`src/hdl/gvd_pkg.sv`:
```
`timescale 1ns / 1ps
`default_nettype none
// ----------------------------------------------------------------------------
// gvd_pkg: shared types and constants
// Word layouts, fixed-point widths and codes for the vergence distance block.
// ----------------------------------------------------------------------------
package gvd_pkg;

  localparam int POS_W    = 32;                 // Q16.16 position
  localparam int DIR_W    = 16;                 // Q1.15 direction
  localparam int DIFF_W   = POS_W + 1;          // origin difference
  localparam int DOTW_W   = DIFF_W + DIR_W + 2; // W.R, W.L (Q.31)
  localparam int DOTD_W   = 2 * DIR_W + 1;      // R.L, R.R, L.L (Q2.30)
  localparam int SPLIT    = DOTW_W / 2;         // low part of W dots, unsigned
  localparam int PPL_W    = SPLIT + 1 + DOTD_W;
  localparam int PPH_W    = DOTW_W - SPLIT + DOTD_W;
  localparam int NUM_W    = DOTW_W + DOTD_W;    // numerators, signed
  localparam int MAG_W    = NUM_W - 1;
  localparam int DEN_W    = 2 * (DOTD_W - 1);   // Q4.60 denominator
  localparam int MU_W     = 47;                 // mu magnitude, Q.16
  localparam int QSHIFT   = 15;
  localparam int LOW_W    = MU_W - QSHIFT;      // numerator bits fed during divide
  localparam int THR_SH   = 30;
  localparam int FRAC     = 16;
  localparam int PROD_W   = MU_W + 1 + DIR_W;   // mu * direction
  localparam int S_W      = PROD_W + 1;
  localparam int T_W      = S_W - FRAC;
  localparam int DIST_W   = 32;
  localparam int SQ_IN_W  = 2 * DIST_W;
  localparam int DIV_LAT  = MU_W + 1;
  localparam int SQRT_LAT = DIST_W;
  localparam int REG_IDX_W = 1;

  localparam logic [1:0] OUT_COMPUTED    = 2'd0;
  localparam logic [1:0] OUT_SAME_ORIGIN = 2'd1;
  localparam logic [1:0] OUT_PARALLEL    = 2'd2;

  localparam logic [REG_IDX_W-1:0] REG_PARALLEL_THRESHOLD = 1'b0;
  localparam logic [REG_IDX_W-1:0] REG_NO_CROSSING        = 1'b1;

  localparam logic [31:0] THRESHOLD_RESET   = 32'd10737;
  localparam logic [31:0] NO_CROSSING_RESET = 32'd6553600;

  typedef struct packed {
    logic signed [POS_W-1:0] left_origin_x;
    logic signed [POS_W-1:0] left_origin_y;
    logic signed [POS_W-1:0] left_origin_z;
    logic signed [DIR_W-1:0] left_dir_x;
    logic signed [DIR_W-1:0] left_dir_y;
    logic signed [DIR_W-1:0] left_dir_z;
    logic signed [POS_W-1:0] right_origin_x;
    logic signed [POS_W-1:0] right_origin_y;
    logic signed [POS_W-1:0] right_origin_z;
    logic signed [DIR_W-1:0] right_dir_x;
    logic signed [DIR_W-1:0] right_dir_y;
    logic signed [DIR_W-1:0] right_dir_z;
  } ray_word_t;

  typedef struct packed {
    logic [DIST_W-1:0] vergence_distance;
    logic [1:0]        outcome;
  } dist_word_t;

  // travels beside the divider
  typedef struct packed {
    logic                  valid;
    logic [1:0]            outcome;
    logic                  neg_l;
    logic                  neg_r;
    logic [2:0][DIR_W-1:0] l;
    logic [2:0][DIR_W-1:0] r;
  } side_t;

  // travels beside the square root
  typedef struct packed {
    logic       valid;
    logic [1:0] outcome;
    logic       ovf;
  } ctrl_t;

endpackage
`default_nettype wire

```
`src/hdl/gvd_sqrt.sv`:
```
`timescale 1ns / 1ps
`default_nettype none
// ----------------------------------------------------------------------------
// gvd_sqrt: pipelined integer square root
// floor(sqrt(x)) of a 64-bit value, one root bit per stage.
// ----------------------------------------------------------------------------
module gvd_sqrt (
  input  wire logic                        clk,
  input  wire logic                        en,
  input  wire logic [gvd_pkg::SQ_IN_W-1:0] x,
  output logic [gvd_pkg::DIST_W-1:0]       root
);
  import gvd_pkg::*;

  localparam int REM_W = DIST_W + 2;

  logic [REM_W-1:0]   rem  [DIST_W+1];
  logic [DIST_W-1:0]  rt   [DIST_W+1];
  logic [SQ_IN_W-1:0] xs   [DIST_W+1];

  assign rem[0] = '0;
  assign rt[0]  = '0;
  assign xs[0]  = x;

  for (genvar i = 0; i < DIST_W; i++) begin : g_step
    logic [REM_W+1:0] cur;
    logic [REM_W+1:0] trial;
    logic [REM_W+1:0] diff;
    logic             take;

    assign cur   = {rem[i], xs[i][SQ_IN_W-1 -: 2]};
    assign trial = (REM_W+2)'({rt[i], 2'b01});
    assign diff  = cur - trial;
    assign take  = cur >= trial;

    always_ff @(posedge clk) begin
      if (en) begin
        rem[i+1] <= take ? diff[REM_W-1:0] : cur[REM_W-1:0];
        rt[i+1]  <= {rt[i][DIST_W-2:0], take};
        xs[i+1]  <= {xs[i][SQ_IN_W-3:0], 2'b00};
      end
    end
  end

  assign root = rt[DIST_W];

endmodule
`default_nettype wire

```
`config.mk`:
```
export PLATFORM = sky130hd
export DESIGN_NAME = gvd_sqrt
export DESIGN_NICKNAME = d
export VERILOG_FILES = /design/src/hdl/gvd_pkg.sv /design/src/hdl/gvd_sqrt.sv
export SDC_FILE = /design/constraint.sdc
export NUM_CORES = 2
export LEC_CHECK = 0
export BUFFER_PORTS_ARGS = -buffer_cell sky130_fd_sc_hd__buf_2
export CORE_MARGIN = 2
export CORE_UTILIZATION = 40
export DETAILED_ROUTE_END_ITERATION = 16
export GPL_ROUTABILITY_DRIVEN = 0
export MAX_ROUTING_LAYER = met4
export PLACE_DENSITY = 0.61
export RECOVER_POWER = 50
export SLEW_MARGIN = 0
export SYNTH_ARGS = -nofsm -noshare
export SYNTH_HDL_FRONTEND = slang
export SYNTH_SLANG_ARGS = --single-unit
```
`constraint.sdc`:
```
create_clock -name clk -period 5.8 [get_ports clk]
set_input_delay 0.87 -clock clk [delete_from_list [all_inputs] [get_ports clk]]
set_output_delay 0.87 -clock clk [all_outputs]
set_load 0.05 [all_outputs]
```
==> run_results.csv <==
group,metric,value,unit
run_status,outcome,"finished with violations",
run_status,failed_checks,"capacitance limit, slew limit",
worst_setup_path,crit_family,"buffers and inverters",
drt,post-route-drc-count,0,
logic_synthesis,syn-mean-instance-area,12.98,um2
finish,filler_cells,25900,
timing,fmaxAchievable,217.0,MHz
finish,final_nets,9952,
timing,min_period_over_period,0.7947,
power,power_leakage,49.75,nW
clocking,cts.clk_slew.worst_paths,0.06,ns
finish,flow.area_growth_from_synthesis,12.46,%
die,placement_rows,198,
die,floorplan.die_area,0.2981,mm2
timing,finalMaxSlewViolations,148,
logic_synthesis,most_instantiated_flip_flop_cell_in_the_synthesis_netlist,"sky130_fd_sc_hd__edfxtp_1",
power,p_sw_frac,0.2801,
placement,dp_hpwl,171.8,mm
placement,place.port_buffers,97,
logic_synthesis,synth.net_count,9678,
timing,worst_hold_slack,0.1578,ns
worst_setup_path,ff2ff_path_depth,9,
timing,setup_tns,0,ns
logic_synthesis,asyncSetResetFlopFracSynth,0,
power,clockPowerShare,0.341,
power,p_int,37.77,mW
logic_synthesis,synth_top_cell_area_share,0.6448,
worst_setup_path,reg2reg_slack,1.26,ns
grt,number_of_antenna_violations_at_the_first_check_in_global_routing,1,
worst_setup_path,crit_buf_inv,2,
clocking,h_tree_depth,5,
grt,grt-ovfl-total,0,
drt,drtAntennaViolNets,0,
timing,final_hold_viol_count,0,
worst_setup_path,critical_path_arrival,5.07,ns
drt,detail_route.first_pass.iterations,5,
drt,routed_wire_length_per_instance,18.01,um
logic_synthesis,synth.ff_latch_count,2523,
worst_hold_path,min_delay_path_class,"primary input to flop",
worst_hold_path,timing.hold.worst_path_depth,1,
clocking,clock_latency,0.89,ns
logic_synthesis,synth_area,0.1175,mm2
worst_setup_path,sort_of_element_at_the_end_of_the_critical_path,"flop",
worst_setup_path,timing.setup.critical_path_class,"primary input to flop",
worst_setup_path,worst-path-max-fanout,106,
worst_hold_path,timing.hold.worst_endpoint,"xs[2038]$_DFFE_PP_",
flow_run,maxCapViolCount,3,
timing,actual_slew_at_the_worst_max_slew_pin,3.786,ns
worst_setup_path,setup.worst_path.start_class,"primary input",
clocking,postCtsSetupBuffers,0,
worst_setup_path,critical_path_cell_count,2,
die,floorplan.die.height,546.0,um
die,core_area,0.2916,mm2
drt,route.detailed.vias_per_inst,5.239,
worst_setup_path,crit_path_max_incr_delay,2.45,ns
timing,number_of_failing_setup_endpoints_in_the_final_timing_report,0,
power,power.combinational.fraction,0.192,
logic_synthesis,synthTopCellsByArea,"sky130_fd_sc_hd__edfxtp_1 64%, sky130_fd_sc_hd__ha_1 6.0%, sky130_fd_sc_hd__xnor2_1 3.3%, sky130_fd_sc_hd__xor2_1 2.9%, sky130_fd_sc_hd__a21oi_1 2.4%",
logic_synthesis,yosysWarnings,0,
timing,setup_repair_after_global_routing_missed_its_margin,"no",
finish,drive_above_1_share,0.07575,
clocking,ctsResizeCount,0,
timing,max_slew_margin,-1.524,
clocking,cts_sinks,2523,
logic_synthesis,synthDominantAreaCellType,"sky130_fd_sc_hd__edfxtp_1",
drt,drt_wl_total,242.2,mm
drt,dr.first_iter.drc_count,5029,
power,vdd.ir_drop.worst,264.9,uV
die,initial_core_util,0.4029,
worst_hold_path,worst_hold_startpoint,"x[52]",
clocking,clock_tree.buffer_depth,4,
power,seq_power_share,0.467,
clocking,tritoncts.num_buffers,287,
logic_synthesis,synth_enable_flop_cells,2523,
die,io_pins,98,
drt,route.vias.total,70440,
logic_synthesis,syn-instance-count,9050,
clocking,tritoncts,"done",
worst_setup_path,cp_slowest_cell,"sky130_fd_sc_hd__clkbuf_2",
logic_synthesis,ys_seq_area_frac,0.6448,
grt,groute.usage.overall,0.1630,
die,die_extent_in_x,546.0,um
power,power_per_cell_area,397.1,mW/mm2
finish,post_layout_util,0.4532,
clocking,number_of_buffers_inserted_for_hold_repair_after_clock_tree_synthesis,0,
timing,fin_worst_skew,0.06567,ns
worst_setup_path,timing.rr.end,"g_step[21].cur[12]$_DFFE_PP_",
worst_setup_path,worst-endpoint-required,6.26,ns
grt,grt_max_degree,148,
worst_setup_path,timing.critical_path.cells,"clkbuf_2, clkbuf_4",
logic_synthesis,synth.distinct_cells,98,
grt,first_global_vias,71470,
grt,wire_length_of_the_first_global_routing_pass,383.0,mm
timing,layout_min_cycle_time,4.609,ns
worst_setup_path,cp-startpoint,"en",
power,switchingPower,14.70,mW
worst_setup_path,critical_path.reg2reg.startpoint,"g_step[20].cur[21]$_DFFE_PP_",
clocking,ctsRootBufferMaster,"sky130_fd_sc_hd__clkbuf_16",
[layout by cell type, fill, tap and decap left out, drive strengths merged, types with 69 or more instances in the layout]
cell type,synthesis,layout
edfxtp,2523,2523
inv,712,728
nand2,628,628
ha,562,562
a21oi,558,558
nor2,509,509
o21ai,491,491
xnor2,443,443
xor2,387,387
clkbuf,136,359
nor3,234,234
a21o,225,225
nand3,169,169
buf,35,134
nand2b,127,127
or3,116,116
clkinv,1,114
nor4,108,108
nand4,91,91
nor2b,76,76
o21a,74,74
or4,69,69
[power by group through the flow]
stage / registers [mW] / logic (mW) / clock network [mW]
detailed placement: 24.9 / 9.96 / 0
floorplan: 24.2 / 7.41 / 0
finish: 24.5 / 10.1 / 17.9
CTS: 24.5 / 10.0 / 18.5
global route: 24.7 / 11.2 / 19.1
global placement: 24.8 / 9.66 / 0
[worst max-delay path by stage]
stage	to	slack (ns)
after detailed placement	g_step[21].cur[17]$_DFFE_PP_	1.56
final	g_step[11].cur[20]$_DFFE_PP_	1.19
after CTS	g_step[21].cur[12]$_DFFE_PP_	1.51
after floorplan	g_step[18].cur[33]$_DFFE_PP_	2.63
after global routing	g_step[10].cur[26]$_DFFE_PP_	0.72
after global placement	g_step[21].cur[12]$_DFFE_PP_	1.43
[through the flow]
stage                     setup WS [ns]  instances  power (mW)  cell area (um2)
after floorplan                   2.628       9050       31.65           117500
after global placement            1.427      12940       34.47           122900
after detailed placement          1.560      12940       34.81           122900
after CTS                         1.513      13440       52.98           132200
after global routing             0.7210      13450       55.07           132100
final                             1.191      13450       52.48           132100
[registers in the layout, indices dropped and copies added (netlist names)]
register,flops
g_step.cur,1065
xs,930
g_step.trial,496
root,32
[worst reg2reg max path: cells and delay by family, from the launching register on]
kind | cells | cell delay [ns]
and+or+nand+nor | 4 | 1.79
adders and majority gates | 1 | 0.31
muxes | 1 | 0.43
buffers and inverters | 1 | 0.31
AOI/OAI and AO/OA | 2 | 1.04
DFF | 1 | 0.39
[synthesized netlist by cell type (50+ instances only)]
library cell / count
sky130_fd_sc_hd__or4_1: 66
sky130_fd_sc_hd__xnor2_1: 443
sky130_fd_sc_hd__nand2b_1: 123
sky130_fd_sc_hd__mux2_2: 68
sky130_fd_sc_hd__o21bai_1: 51
sky130_fd_sc_hd__o21a_1: 74
sky130_fd_sc_hd__a21o_1: 225
sky130_fd_sc_hd__ha_1: 562
sky130_fd_sc_hd__nor2_1: 509
sky130_fd_sc_hd__o21ai_0: 487
sky130_fd_sc_hd__nor3_1: 232
sky130_fd_sc_hd__nor4_1: 101
sky130_fd_sc_hd__inv_1: 708
sky130_fd_sc_hd__a211oi_1: 50
sky130_fd_sc_hd__a31oi_1: 52
sky130_fd_sc_hd__nand3_1: 168
sky130_fd_sc_hd__xor2_1: 387
sky130_fd_sc_hd__nand4_1: 91
sky130_fd_sc_hd__o31ai_1: 56
sky130_fd_sc_hd__clkbuf_1: 136
sky130_fd_sc_hd__or3_1: 115
sky130_fd_sc_hd__a21oi_1: 558
sky130_fd_sc_hd__edfxtp_1: 2523
sky130_fd_sc_hd__nand2_1: 626
sky130_fd_sc_hd__nor2b_1: 76
[kinds of logic after synthesis]
logic type,Yosys count,synth area share
compound gates,1797,0.09508
flops,2523,0.6448
other cells,1,0.00003192
xor+xnor,830,0.06187
fa+ha+maj,562,0.05985
buf+inv,884,0.02870
simple gates,2371,0.1019
mux,82,0.007710
[metal layers]
layer,vias to the layer above,track usage,wire [um],share of wire
li1,34090,-,-,-
met1,34100,0.1780,95330,0.39
met2,1590,0.2914,125200,0.52
met3,664,0.02038,9037,0.037
met4,0,0.08123,12640,0.052
met5,-,-,0,0
[cell type report]
type | instances | area (um2) | share of cell area
antenna | 1 | 2.502 | 0.00001894
inverter | 713 | 2676 | 0.02025
sequential | 2523 | 75760 | 0.5734
timing repair buffer | 156 | 1130 | 0.008550
tap | 3900 | 4880 | 0.03693
clock inverter | 172 | 1813 | 0.01372
multi-input combinational | 5643 | 38420 | 0.2908
clock buffer | 337 | 7455 | 0.05642
(Power assumes the default switching activity.)
